**config.mk**
```make
export PLATFORM = sky130hd
export DESIGN_NAME = scope_trigger_capture_flat
export DESIGN_NICKNAME = d
export VERILOG_FILES = /design/src/stc_pkg.sv /design/src/stc_if.sv /design/src/scope_trigger_capture.sv /design/src/stc_cell.sv /design/src/stc_ctrl.sv /design/src/flat_wrapper.sv
export SDC_FILE = /design/constraint.sdc
export NUM_CORES = 2
export LEC_CHECK = 0
export BUFFER_PORTS_ARGS = -buffer_cell sky130_fd_sc_hd__buf_4
export CAP_MARGIN = 20
export CORE_AREA = 10 10 272 274
export DETAILED_ROUTE_END_ITERATION = 6
export DIE_AREA = 0 0 282 284
export GPL_TIMING_DRIVEN = 0
export HOLD_SLACK_MARGIN = 0.12
export PLACE_DENSITY = 0.84
export REMOVE_ABC_BUFFERS = 1
export SETUP_SLACK_MARGIN = 0.5
export SLEW_MARGIN = 20
export SYNTH_ARGS = -nofsm -noshare
export SYNTH_HDL_FRONTEND = slang
export SYNTH_SLANG_ARGS = --single-unit
```
**constraint.sdc**
```tcl
create_clock -name clk -period 9.04 [get_ports clk]
set_input_delay 1.356 -clock clk [delete_from_list [all_inputs] [get_ports clk]]
set_output_delay 1.356 -clock clk [all_outputs]
set_load 0.01 [all_outputs]
```
**src/stc_pkg.sv**
```systemverilog
// shared types, constants and register codes of the scope trigger capture block
package stc_pkg;

  localparam int FRAME_DEPTH_DEF = 64;
  localparam int SAMPLE_BITS_DEF = 12;

  localparam int CFG_DATA_W = 16;
  localparam int CFG_INDEX_W = 2;
  localparam int POS_W = 6;
  localparam int COUNT_W = 16;
  localparam int LEVEL_W = 12;

  localparam logic [CFG_INDEX_W-1:0] REG_MODE    = 2'd0;
  localparam logic [CFG_INDEX_W-1:0] REG_PERIOD  = 2'd1;
  localparam logic [CFG_INDEX_W-1:0] REG_LEVEL   = 2'd2;
  localparam logic [CFG_INDEX_W-1:0] REG_TIMEOUT = 2'd3;

  localparam logic               MODE_ROLL      = 1'b0;
  localparam logic               MODE_RESET     = 1'b1;
  localparam logic [COUNT_W-1:0] PERIOD_RESET   = 16'd100;
  localparam logic [LEVEL_W-1:0] LEVEL_RESET    = 12'd2048;
  localparam logic [COUNT_W-1:0] TIMEOUT_RESET  = 16'd20000;
  localparam logic [COUNT_W-1:0] COUNT_MAX      = 16'hFFFF;

  typedef enum logic [2:0] {
    PH_WAIT_LOW  = 3'b001,
    PH_WAIT_HIGH = 3'b010,
    PH_CAPTURE   = 3'b100
  } phase_t;

  typedef enum logic [1:0] {
    S_RUN     = 2'b01,
    S_PUBLISH = 2'b10
  } seq_t;

  typedef struct packed {
    logic               mode;
    logic [COUNT_W-1:0] period;
    logic [LEVEL_W-1:0] level;
    logic [COUNT_W-1:0] timeout;
  } cfg_t;

  typedef struct packed {
    logic roll_insert;
    logic cap_write;
    logic publish;
    logic tflag;
  } cmd_t;

endpackage

```
**src/stc_if.sv**
```systemverilog
// valid/ready channel interfaces for converter ticks and frame samples
interface stc_tick_if import stc_pkg::*; #(
  parameter int SAMPLE_BITS = SAMPLE_BITS_DEF
) ();
  logic                   valid;
  logic                   ready;
  logic [SAMPLE_BITS-1:0] adc_code;

  modport source (output valid, output adc_code, input ready);
  modport sink (input valid, input adc_code, output ready);
endinterface

interface stc_frame_if import stc_pkg::*; #(
  parameter int SAMPLE_BITS = SAMPLE_BITS_DEF
) ();
  logic                   valid;
  logic                   ready;
  logic [SAMPLE_BITS-1:0] frame_sample;
  logic [POS_W-1:0]       sample_position;
  logic                   frame_last;
  logic                   timed_out;

  modport source (output valid, output frame_sample, output sample_position,
                  output frame_last, output timed_out, input ready);
  modport sink (input valid, input frame_sample, input sample_position,
                input frame_last, input timed_out, output ready);
endinterface

```
**src/scope_trigger_capture.sv**
```systemverilog
// top level: config registers, sample cell chain and frame readout sequencer
// a tick that completes a frame shows its first sample on the next cycle
// a frame is read out one sample per cycle while the output is not stalled, as the chain
//   rotates toward the output; no new tick is taken until the last sample is out
// a mode switch realigns the chain before the next tick is taken
// reset (synchronous): store cleared, registers at defaults, triggered mode armed
module scope_trigger_capture import stc_pkg::*; #(
  parameter int FRAME_DEPTH = FRAME_DEPTH_DEF,
  parameter int SAMPLE_BITS = SAMPLE_BITS_DEF
) (
  input  logic                   clk,
  input  logic                   rst,
  input  logic                   cfg_we,
  input  logic [CFG_INDEX_W-1:0] cfg_index,
  input  logic [CFG_DATA_W-1:0]  cfg_data,
  stc_tick_if.sink               tick,
  stc_frame_if.source            frame
);

  localparam int IDX_W = $clog2(FRAME_DEPTH);
  localparam logic [IDX_W-1:0] LAST_IDX = IDX_W'(FRAME_DEPTH - 1);

  cfg_t             cfg;
  logic             rearm;
  cmd_t             cmd;
  logic [IDX_W-1:0] cap_index;
  seq_t             state;
  logic [IDX_W-1:0] head;
  logic [IDX_W-1:0] win_head;
  logic [IDX_W-1:0] align_head;
  logic [IDX_W-1:0] pub_count;
  logic             pub_tflag;
  logic             tick_fire;
  logic             frame_fire;
  logic             align;
  logic             shift;

  logic [SAMPLE_BITS-1:0] store_q [FRAME_DEPTH];

  assign rearm = cfg_we && (cfg_index == REG_MODE) && (cfg_data[0] != cfg.mode);

  always_ff @(posedge clk) begin
    if (rst) begin
      cfg.mode <= MODE_RESET;
      cfg.period <= PERIOD_RESET;
      cfg.level <= LEVEL_RESET;
      cfg.timeout <= TIMEOUT_RESET;
    end else if (cfg_we) begin
      case (cfg_index)
        REG_MODE:    cfg.mode <= cfg_data[0];
        REG_PERIOD:  cfg.period <= cfg_data;
        REG_LEVEL:   cfg.level <= cfg_data[LEVEL_W-1:0];
        REG_TIMEOUT: cfg.timeout <= cfg_data;
        default:     cfg.mode <= cfg.mode;
      endcase
    end
  end

  // roll mode needs the window head in cell 0, capture writes by absolute index from zero
  assign align_head = (cfg.mode == MODE_ROLL) ? win_head : '0;
  assign align = (state == S_RUN) && (head != align_head);
  assign tick.ready = (state == S_RUN) && (head == align_head);
  assign tick_fire = tick.valid && tick.ready;
  assign frame_fire = frame.valid && frame.ready;
  assign shift = cmd.roll_insert || align || frame_fire;

  stc_ctrl #(
    .FRAME_DEPTH(FRAME_DEPTH),
    .SAMPLE_BITS(SAMPLE_BITS)
  ) u_ctrl (
    .clk(clk),
    .rst(rst),
    .cfg(cfg),
    .rearm(rearm),
    .accept(tick_fire),
    .code(tick.adc_code),
    .cmd(cmd),
    .cap_index(cap_index)
  );

  // cell 0 holds the oldest sample; cell 0 wraps into the last cell on rotation
  for (genvar j = 0; j < FRAME_DEPTH; j++) begin : g_cell
    logic [SAMPLE_BITS-1:0] neighbor;
    logic                   load;
    if (j == FRAME_DEPTH - 1) begin : g_end
      assign neighbor = store_q[0];
      assign load = cmd.roll_insert || (cmd.cap_write && cap_index == IDX_W'(j));
    end else begin : g_mid
      assign neighbor = store_q[j+1];
      assign load = cmd.cap_write && cap_index == IDX_W'(j);
    end
    stc_cell #(
      .SAMPLE_BITS(SAMPLE_BITS)
    ) u_cell (
      .clk(clk),
      .rst(rst),
      .shift(shift),
      .load(load),
      .neighbor(neighbor),
      .code(tick.adc_code),
      .q(store_q[j])
    );
  end

  always_ff @(posedge clk) begin
    if (rst) begin
      state <= S_RUN;
      head <= '0;
      win_head <= '0;
      pub_count <= '0;
      pub_tflag <= 1'b0;
    end else begin
      case (state)
        S_PUBLISH: begin
          if (frame_fire) begin
            pub_count <= (pub_count == LAST_IDX) ? '0 : pub_count + 1'b1;
            if (pub_count == LAST_IDX) begin
              state <= S_RUN;
            end
          end
        end
        default: begin
          if (cmd.roll_insert || align) begin
            head <= (head == LAST_IDX) ? '0 : head + 1'b1;
          end
          if (cmd.roll_insert) begin
            win_head <= (win_head == LAST_IDX) ? '0 : win_head + 1'b1;
          end else if (cmd.cap_write && cmd.publish) begin
            win_head <= '0;
          end
          if (cmd.publish) begin
            state <= S_PUBLISH;
            pub_count <= '0;
            pub_tflag <= cmd.tflag;
          end
        end
      endcase
    end
  end

  assign frame.valid = (state == S_PUBLISH);
  assign frame.frame_sample = store_q[0];
  assign frame.sample_position = POS_W'(pub_count);
  assign frame.frame_last = (pub_count == LAST_IDX);
  assign frame.timed_out = pub_tflag;

  a_cap_aligned: assert property (@(posedge clk) disable iff (rst)
    cmd.cap_write |-> head == '0)
    else $error("capture write with chain not aligned");

  a_last_ends: assert property (@(posedge clk) disable iff (rst)
    frame_fire && frame.frame_last |=> state == S_RUN && pub_count == '0)
    else $error("readout did not end after last sample");

  a_pub_start: assert property (@(posedge clk) disable iff (rst)
    $rose(state == S_PUBLISH) |-> pub_count == '0)
    else $error("readout started at nonzero position");

  a_no_tick_in_readout: assert property (@(posedge clk) disable iff (rst)
    cmd.publish |=> !tick.ready)
    else $error("tick accepted during frame readout");

endmodule

```
**src/stc_cell.sv**
```systemverilog
// one sample cell of the store chain: load a code, take the neighbor or hold
module stc_cell import stc_pkg::*; #(
  parameter int SAMPLE_BITS = SAMPLE_BITS_DEF
) (
  input  logic                   clk,
  input  logic                   rst,
  input  logic                   shift,
  input  logic                   load,
  input  logic [SAMPLE_BITS-1:0] neighbor,
  input  logic [SAMPLE_BITS-1:0] code,
  output logic [SAMPLE_BITS-1:0] q
);

  always_ff @(posedge clk) begin
    if (rst) begin
      q <= '0;
    end else if (load) begin
      q <= code;
    end else if (shift) begin
      q <= neighbor;
    end
  end

endmodule

```
**src/stc_ctrl.sv**
```systemverilog
// acquisition control: sample timing, arming, trigger detection and capture count
module stc_ctrl import stc_pkg::*; #(
  parameter int FRAME_DEPTH = FRAME_DEPTH_DEF,
  parameter int SAMPLE_BITS = SAMPLE_BITS_DEF
) (
  input  logic                           clk,
  input  logic                           rst,
  input  cfg_t                           cfg,
  input  logic                           rearm,
  input  logic                           accept,
  input  logic [SAMPLE_BITS-1:0]         code,
  output cmd_t                           cmd,
  output logic [$clog2(FRAME_DEPTH)-1:0] cap_index
);

  localparam int IDX_W = $clog2(FRAME_DEPTH);
  localparam logic [IDX_W-1:0] LAST_IDX = IDX_W'(FRAME_DEPTH - 1);

  phase_t             phase, phase_next;
  logic [COUNT_W-1:0] period_count, period_count_next;
  logic [COUNT_W-1:0] arm_count, arm_count_next;
  logic [IDX_W-1:0]   cap_index_next;
  logic               timeout_flag, timeout_flag_next;

  logic [COUNT_W-1:0]     period_bump;
  logic [COUNT_W-1:0]     arm_bump;
  logic [SAMPLE_BITS-1:0] level;

  assign period_bump = (period_count == COUNT_MAX) ? period_count : period_count + 1'b1;
  assign arm_bump = (arm_count == COUNT_MAX) ? arm_count : arm_count + 1'b1;
  assign level = SAMPLE_BITS'(cfg.level);

  always_comb begin
    phase_next = phase;
    period_count_next = period_count;
    arm_count_next = arm_count;
    cap_index_next = cap_index;
    timeout_flag_next = timeout_flag;
    cmd = '0;
    if (rearm) begin
      phase_next = PH_WAIT_LOW;
      period_count_next = '0;
      arm_count_next = '0;
      cap_index_next = '0;
      timeout_flag_next = 1'b0;
    end else if (accept) begin
      if (cfg.mode == MODE_ROLL) begin
        if (period_bump < cfg.period) begin
          period_count_next = period_bump;
        end else begin
          period_count_next = '0;
          cmd.roll_insert = 1'b1;
          cmd.publish = 1'b1;
        end
      end else begin
        case (phase)
          PH_CAPTURE: begin
            if (cap_index != '0 && period_bump < cfg.period) begin
              period_count_next = period_bump;
            end else begin
              period_count_next = '0;
              cmd.cap_write = 1'b1;
              if (cap_index == LAST_IDX) begin
                cmd.publish = 1'b1;
                cmd.tflag = timeout_flag;
                phase_next = PH_WAIT_LOW;
                arm_count_next = '0;
                cap_index_next = '0;
                timeout_flag_next = 1'b0;
              end else begin
                cap_index_next = cap_index + 1'b1;
              end
            end
          end
          PH_WAIT_HIGH: begin
            arm_count_next = arm_bump;
            if (code >= level) begin
              phase_next = PH_CAPTURE;
              timeout_flag_next = 1'b0;
              cap_index_next = '0;
              period_count_next = '0;
            end else if (arm_bump >= cfg.timeout) begin
              phase_next = PH_CAPTURE;
              timeout_flag_next = 1'b1;
              cap_index_next = '0;
              period_count_next = '0;
            end
          end
          default: begin
            // waiting for the low level; stray codes land here too
            arm_count_next = arm_bump;
            phase_next = (code <= level) ? PH_WAIT_HIGH : PH_WAIT_LOW;
            if (arm_bump >= cfg.timeout) begin
              phase_next = PH_CAPTURE;
              timeout_flag_next = 1'b1;
              cap_index_next = '0;
              period_count_next = '0;
            end
          end
        endcase
      end
    end
  end

  always_ff @(posedge clk) begin
    if (rst) begin
      phase <= PH_WAIT_LOW;
      period_count <= '0;
      arm_count <= '0;
      cap_index <= '0;
      timeout_flag <= 1'b0;
    end else begin
      phase <= phase_next;
      period_count <= period_count_next;
      arm_count <= arm_count_next;
      cap_index <= cap_index_next;
      timeout_flag <= timeout_flag_next;
    end
  end

endmodule

```
**src/flat_wrapper.sv**
```systemverilog
// flat-port wrapper written by rule: the top's interface ports become plain ports
module scope_trigger_capture_flat import stc_pkg::*;
#(
  parameter int FRAME_DEPTH = FRAME_DEPTH_DEF,
  parameter int SAMPLE_BITS = SAMPLE_BITS_DEF
)
  (clk, rst, cfg_we, cfg_index, cfg_data, tick_valid, tick_adc_code, tick_ready, frame_valid, frame_frame_sample, frame_sample_position, frame_frame_last, frame_timed_out, frame_ready);
  stc_tick_if #(.SAMPLE_BITS(SAMPLE_BITS)) tick_i ();
  stc_frame_if #(.SAMPLE_BITS(SAMPLE_BITS)) frame_i ();
  input  logic clk;
  input  logic rst;
  input  logic cfg_we;
  input  logic [CFG_INDEX_W-1:0] cfg_index;
  input  logic [CFG_DATA_W-1:0] cfg_data;
  input wire logic [$bits(tick_i.valid)-1:0] tick_valid;
  input wire logic [$bits(tick_i.adc_code)-1:0] tick_adc_code;
  output wire logic [$bits(tick_i.ready)-1:0] tick_ready;
  output wire logic [$bits(frame_i.valid)-1:0] frame_valid;
  output wire logic [$bits(frame_i.frame_sample)-1:0] frame_frame_sample;
  output wire logic [$bits(frame_i.sample_position)-1:0] frame_sample_position;
  output wire logic [$bits(frame_i.frame_last)-1:0] frame_frame_last;
  output wire logic [$bits(frame_i.timed_out)-1:0] frame_timed_out;
  input wire logic [$bits(frame_i.ready)-1:0] frame_ready;
  assign tick_i.valid = tick_valid;
  assign tick_i.adc_code = tick_adc_code;
  assign tick_ready = tick_i.ready;
  assign frame_valid = frame_i.valid;
  assign frame_frame_sample = frame_i.frame_sample;
  assign frame_sample_position = frame_i.sample_position;
  assign frame_frame_last = frame_i.frame_last;
  assign frame_timed_out = frame_i.timed_out;
  assign frame_i.ready = frame_ready;
  scope_trigger_capture #(.FRAME_DEPTH(FRAME_DEPTH), .SAMPLE_BITS(SAMPLE_BITS)) u_core (.clk(clk), .rst(rst), .cfg_we(cfg_we), .cfg_index(cfg_index), .cfg_data(cfg_data), .tick(tick_i), .frame(frame_i));
endmodule
```
# Word-level counts from Yosys, hierarchy flattened
# Cells that the tools add are included.
# totals
rom_bits	0
regBits	876
latchBits	0
ram_bits	0
n_memories	0
output_inout_bits	22
# op_classes
addsub	6
muxes	179
mul	0
eq_ne	83
n_reduce_logical	157
n_div	0
magnitude_cmp	4
bitwise_logic	1
shifts	0
# ops
operator	n
2-to-1 mux 12 bit	128
equality test 6 bit (second input constant)	35
2-to-1 mux 16 bit	10
nonzero test 2 bit	66
equality test 6 x 5 -> 1 bit (second input constant)	16
2-to-1 mux 6 bit	13
logical AND 1 bit	72
equality test 6 x 4 -> 1 bit (second input constant)	8
adder 16 x 1 -> 16 bit (second input constant)	2
equality test 16 bit (second input constant)	2
one-hot mux 16 bit (2 select lines)	1
adder 6 x 1 -> 6 bit (second input constant)	4
equality test 6 x 3 -> 1 bit (second input constant)	4
2-to-1 mux 3 bit	7
greater-or-equal comparator 16 bit	1
< comparator 16 bit	1
AND reduction 2 bit	8
equality test 6 x 2 -> 1 bit (second input constant)	2
greater-or-equal comparator 12 bit	1
<= comparator 12 bit	1
2-to-1 mux 2 bit	6
one-hot mux 6 bit (2 select lines)	1
2-to-1 mux 1 bit	9
2-to-1 mux 4 bit	2
other kinds (22)	30

# Logic depth before layout (Yosys ltp)
# logic_depth
depth_word	13
mapped_depth	19
ltp_nobuf	16

# By module
# A second synthesis with hierarchy kept.
# unflattened
cells_unflattened	4367
hier_area_um2	45775.2
# modules_own_cells
mod	n_inst	cells_each	area_per_inst_um2	seq_area_each_um2
stc_cell	64	53	603.1	240.2
stc_ctrl	1	512	3917.5	840.8
scope_trigger_capture	1	463	3260.6	1321.3

# Worst setup path after synthesis
# No wires, ideal clock.
# synth_timing
kind	register to register
startpoint	reg u_core.u_ctrl.period_count[0]
endpoint	reg u_core.g_cell[31].u_cell.q[10]
setup_slack_ps	4764
t_arrival_ps	4143
t_required_ps	8907
stages_incl_launch_ff	20
cell_sequence	dfxtp_1 -> ha_1 -> and3_1 -> and4_1 -> or3b_2 -> clkbuf_1 -> nor2_1 -> nor2b_1 -> or2_2 -> ha_1 -> nand2_1 -> o211ai_1 -> o2111ai_1 -> o211a_2 -> nor4b_4 -> buf_4 -> nand2_1 -> buf_2 -> nor2_1 -> a211oi_2
# synth_via
elab_chain_cells	11
elab_cells_between_ends	17
# synth_rtl
element	line	source
from (decl)	stc_ctrl.sv:20	logic [COUNT_W-1:0] period_count, period_count_next;
from (signal assigned)	stc_ctrl.sv:114	period_count <= period_count_next;
adder 16 x 1 -> 16 bit / equality test 16 bit (equally long branches)	stc_ctrl.sv:29	assign period_bump = (period_count == COUNT_MAX) ? period_count : period_count + 1'b1;
2-to-1 mux 16 bit (*)	stc_ctrl.sv:29	
< comparator 16 bit (*)	stc_ctrl.sv:48, stc_ctrl.sv:58	
logical AND 1 bit	stc_ctrl.sv:58	if (cap_index != '0 && period_bump < cfg.period) begin
2-to-1 mux 3 bit	stc_ctrl.sv:58	
2-to-1 mux 3 bit	stc_ctrl.sv:56	case (phase)
2-to-1 mux 1 bit	stc_ctrl.sv:47	if (cfg.mode == MODE_ROLL) begin
2-to-1 mux 4 bit (*)	stc_ctrl.sv:46	end else if (accept) begin
2-to-1 mux 4 bit (*)	stc_ctrl.sv:40	if (rearm) begin
logical AND 1 bit	scope_trigger_capture.sv:90	assign load = cmd.cap_write && cap_index == IDX_W'(j);
2-to-1 mux 12 bit / nonzero test 2 bit (equally long branches)	n/a	
to (signal assigned)	stc_cell.sv:18	q <= code;
to (signal assigned)	stc_cell.sv:20	q <= neighbor;
to (decl)	stc_cell.sv:11	output logic [SAMPLE_BITS-1:0] q
# Mark *: on every way between the ends. The rest lies on a longest branch, timed or not.
# A chain may end at the register's enable or synchronous reset.

# Final worst setup path
# layout_timing
startpoint	reg u_core.u_ctrl.period_count[0]
endpoint	reg u_core.g_cell[30].u_cell.q[10]
# layout_via
elab_chain_cells	11
elab_cells_between_ends	17
# layout_rtl
element	line
adder 16 x 1 -> 16 bit / equality test 16 bit (equally long branches)	stc_ctrl.sv:29
2-to-1 mux 16 bit (*)	stc_ctrl.sv:29
< comparator 16 bit (*)	stc_ctrl.sv:48, stc_ctrl.sv:58
logical AND 1 bit	stc_ctrl.sv:58
2-to-1 mux 3 bit	stc_ctrl.sv:58
2-to-1 mux 3 bit	stc_ctrl.sv:56
2-to-1 mux 1 bit	stc_ctrl.sv:47
2-to-1 mux 4 bit (*)	stc_ctrl.sv:46
2-to-1 mux 4 bit (*)	stc_ctrl.sv:40
logical AND 1 bit	scope_trigger_capture.sv:90
2-to-1 mux 12 bit / nonzero test 2 bit (equally long branches)	n/a
to (signal assigned)	stc_cell.sv:18
to (signal assigned)	stc_cell.sv:20
to (decl)	stc_cell.sv:11
# Marked as above.

==> impl_metrics.toml <==
[power]
p_per_area_nw_per_um2 = 176
leakagePower_nw = 21.0
power_mw = 7.82
ir_drop_mv = 0.144

[cts]
cts_resized = 0
postCtsSetupBuffers = 0
root_buffer = "clkbuf_16"
cts_buffer_depth = 3
cts_tree = "done"
cts.clk_slew.worst_paths_ps = 60
cts_buffers = 87
clkLatencyLatePin_ps = 660
clock_sinks = 876
cts_max_level = 3
cts_hold_buf = 0

[placed_design]
dp_slack_ps = 2170
dp_hpwl_um = 55900
port_buffers = 56
place_congestion = 0.848

[route]
detail-route-antenna-nets = 0
first_iter_violations = 2553
drt-pass1-iter-count = 5
vias = 31655
wl_per_cell_um = 17.8
wirelength_um = 92100
drc = 0
routed_via_density = 6.12

[yosys]
synth_warnings = 0
ys.flop_type = "dfxtp_1"
syn_area_um2 = 40600
synth_area_per_cell_um2 = 9.21
synthArstFlopShare_pct = 0
syn_inst = 4415
synth_edf_count = 0
synth-seq-cells = 876
synth-seq-area-share_pct = 43.2
ys_types = 72

[critical_path]
end_kind = "flip-flop"
cp_data_arrival_time_ps = 7440
cp_num_buf_inv = 14
worstReg2RegEnd = "u_core.g_cell[30].u_cell.q[10]"
r2r_cells = 29
crit_top_cell = "buf_6"
reg2reg_slack_ps = 2100
start_kind = "flip-flop"
critPathMaxFanout = 12
slowest_stage = "or3b_2"
r2r_start = "u_core.u_ctrl.period_count[0]"
critPathKind = "flip-flop to flip-flop"
path_delay_family = "buffers and inverters"
slowest_delay_ps = 550
cp.required_ps = 9540

[final_layout]
nNetsFinal = 4311
drive_gt1_share_pct = 7.97
antenna-diode-count = 0
syn2layout_area_growth_pct = 9.16

[floorplanning]
die_h_um = 284
core_um2 = 68300
dieArea_um2 = 80100
io_pins = 57
start_util_pct = 59.5
rows = 96
die_w_um = 282

[hold_path]
min_to = "u_core.cfg[8]"
hold_path_depth = 2
hold_path.class = "flip-flop to flip-flop"
holdCritStartpoint = "u_core.cfg[8]"

[timing]
relSlewSlack_pct = 27.5
finalSetupViolations = 0
tightest_slew_ps = 1080
min_period_ps = 6940
drv_slew = 0
skew_ps = 38.9
post-route-period-util_pct = 76.8
worst_slack_ps = 2100
max_freq_ghz = 0.144
final-hold-violation-count = 0
rsz0062_at_grt = "false"
fin_setup_tns_ps = 0

[job]
maxCapViolCount = 0

[global_routing]
grt_remaining_overflow = 0
antenna_found_initial = 0
grt_pass1_vias = 30686
grt.total_usage_pct = 22.4
grt_start_max_net_pins = 128
grt_pass1_wl_um = 155000

[outcome]
outcome = "finished, final reports clean"
==> worst max path at each step <==
stage	from	end	cells past startpoint
global route	u_core.u_ctrl.period_count[0]	u_core.g_cell[27].u_cell.q[10]	29
floorplan	u_core.u_ctrl.period_count[0]	u_core.g_cell[63].u_cell.q[10]	16
detailed placement	u_core.u_ctrl.period_count[0]	u_core.g_cell[27].u_cell.q[10]	29
CTS	u_core.u_ctrl.period_count[0]	u_core.g_cell[30].u_cell.q[10]	29
finish	u_core.u_ctrl.period_count[0]	u_core.g_cell[30].u_cell.q[10]	29
global placement	u_core.u_ctrl.period_count[0]	u_core.g_cell[63].u_cell.q[10]	16
==> layout by cell type (no fill, tap or decap), drive strengths merged, types with 7 or more instances in the layout <==
cell type,Yosys,layout
dfxtp,876,876
nor2,807,807
mux2i,769,769
a211oi,750,750
nand2,236,236
buf,193,147
clkbuf,234,120
a21oi,93,93
inv,50,54
ha,52,52
o21ai,45,45
nand3,35,35
nor3,25,25
clkinv,0,23
and3,22,22
and2,19,19
nand4,18,18
xnor2,16,16
o211ai,13,13
mux2,12,12
nor2b,11,11
nand3b,10,10
xor2,9,9
nand2b,9,9
or2,7,7
o21a,7,7
a22o,7,7
==> tightest hold or removal path, stage by stage, from the launching register on <==
cell and delay (ps):
dfxtp_1 310, nand2_1 50, a21oi_1 50
==> metrics by stage <==
step           utilization (%)  area, um^2  instances  hold slack (ps)
2_1_floorplan                -       38700       3988              430
3_3_place_gp              58.8       40200       4926              444
3_5_place_dp              60.6       41400       5017              446
4_1_cts                   64.9       44400       5173              455
5_1_grt                   64.9       44400       5173              482
6_report                  64.9       44400       5173              455
==> logic make-up (layout without fill, tap and decap cells) <==
| group | count (synthesis) | after routing | share of synthesized area, % |
|---|---|---|---|
| simple gates | 1230 | 1230 | 12.7 |
| compound gates | 974 | 974 | 17.4 |
| flops | 876 | 876 | 43.2 |
| mux | 781 | 781 | 19.3 |
| buf+inv | 477 | 353 | 5.34 |
| fa+ha+maj | 52 | 52 | 1.60 |
| xor+xnor | 25 | 25 | 0.539 |
==> synthesized netlist by cell type (35+ instances only) <==
library cell,n,share of area (%)
mux2i_1,769,19
dfxtp_1,876,43
a21oi_1,93,1.1
a211oi_1,743,14
nor2_1,807,7.5
clkbuf_1,234,2.2
nand3_1,35,0.43
o21ai_0,44,0.54
inv_1,50,0.46
buf_1,55,0.51
buf_2,87,1.1
nand2_1,230,2.1
ha_1,52,1.6
==> metal layers <==
layer | vias to the layer above | routed length, um | global-route usage [%]
met4 | 0 | 2360 | 7.21
met1 | 15206 | 42000 | 29.7
met2 | 758 | 43500 | 37.0
met5 | - | 0 | 0
met3 | 174 | 4350 | 3.17
li1 | 15517 | - | -
==> flip-flops by register name, summed over array words and instances (netlist names) <==
name and cells:
u_core.u_ctrl.arm_count 16, u_core.g_cell.u_cell.q 768, u_core.cfg 45, u_core.state 2
u_core.frame.timed_out 1, u_core.win_head 6, u_core.head 6, u_core.u_ctrl.cap_index 6
u_core.u_ctrl.timeout_flag 1, u_core.u_ctrl.phase 3, u_core.frame.sample_position 6, u_core.u_ctrl.period_count 16
==> power breakdown <==
group	switching [mW]	total (mW)	internal (mW)	leakage [nW]
combinational	0.183	0.235	0.0525	12.5
clock	1.58	3.71	2.13	1.46
sequential	0.00693	3.88	3.87	7.06
total	1.77	7.82	6.05	21.0
==> final cells by class <==
cell class | instances | area, um^2
Sequential cell | 876 | 17500
Tap cell | 882 | 1100
Multi-Input combinational cell | 3062 | 21000
Clock inverter | 36 | 434
Inverter | 50 | 188
Fill cell | 5035 | 24000
Timing Repair Buffer | 147 | 1630
Clock buffer | 120 | 2500
No activity file was read; power rests on OpenSTA's default activity.
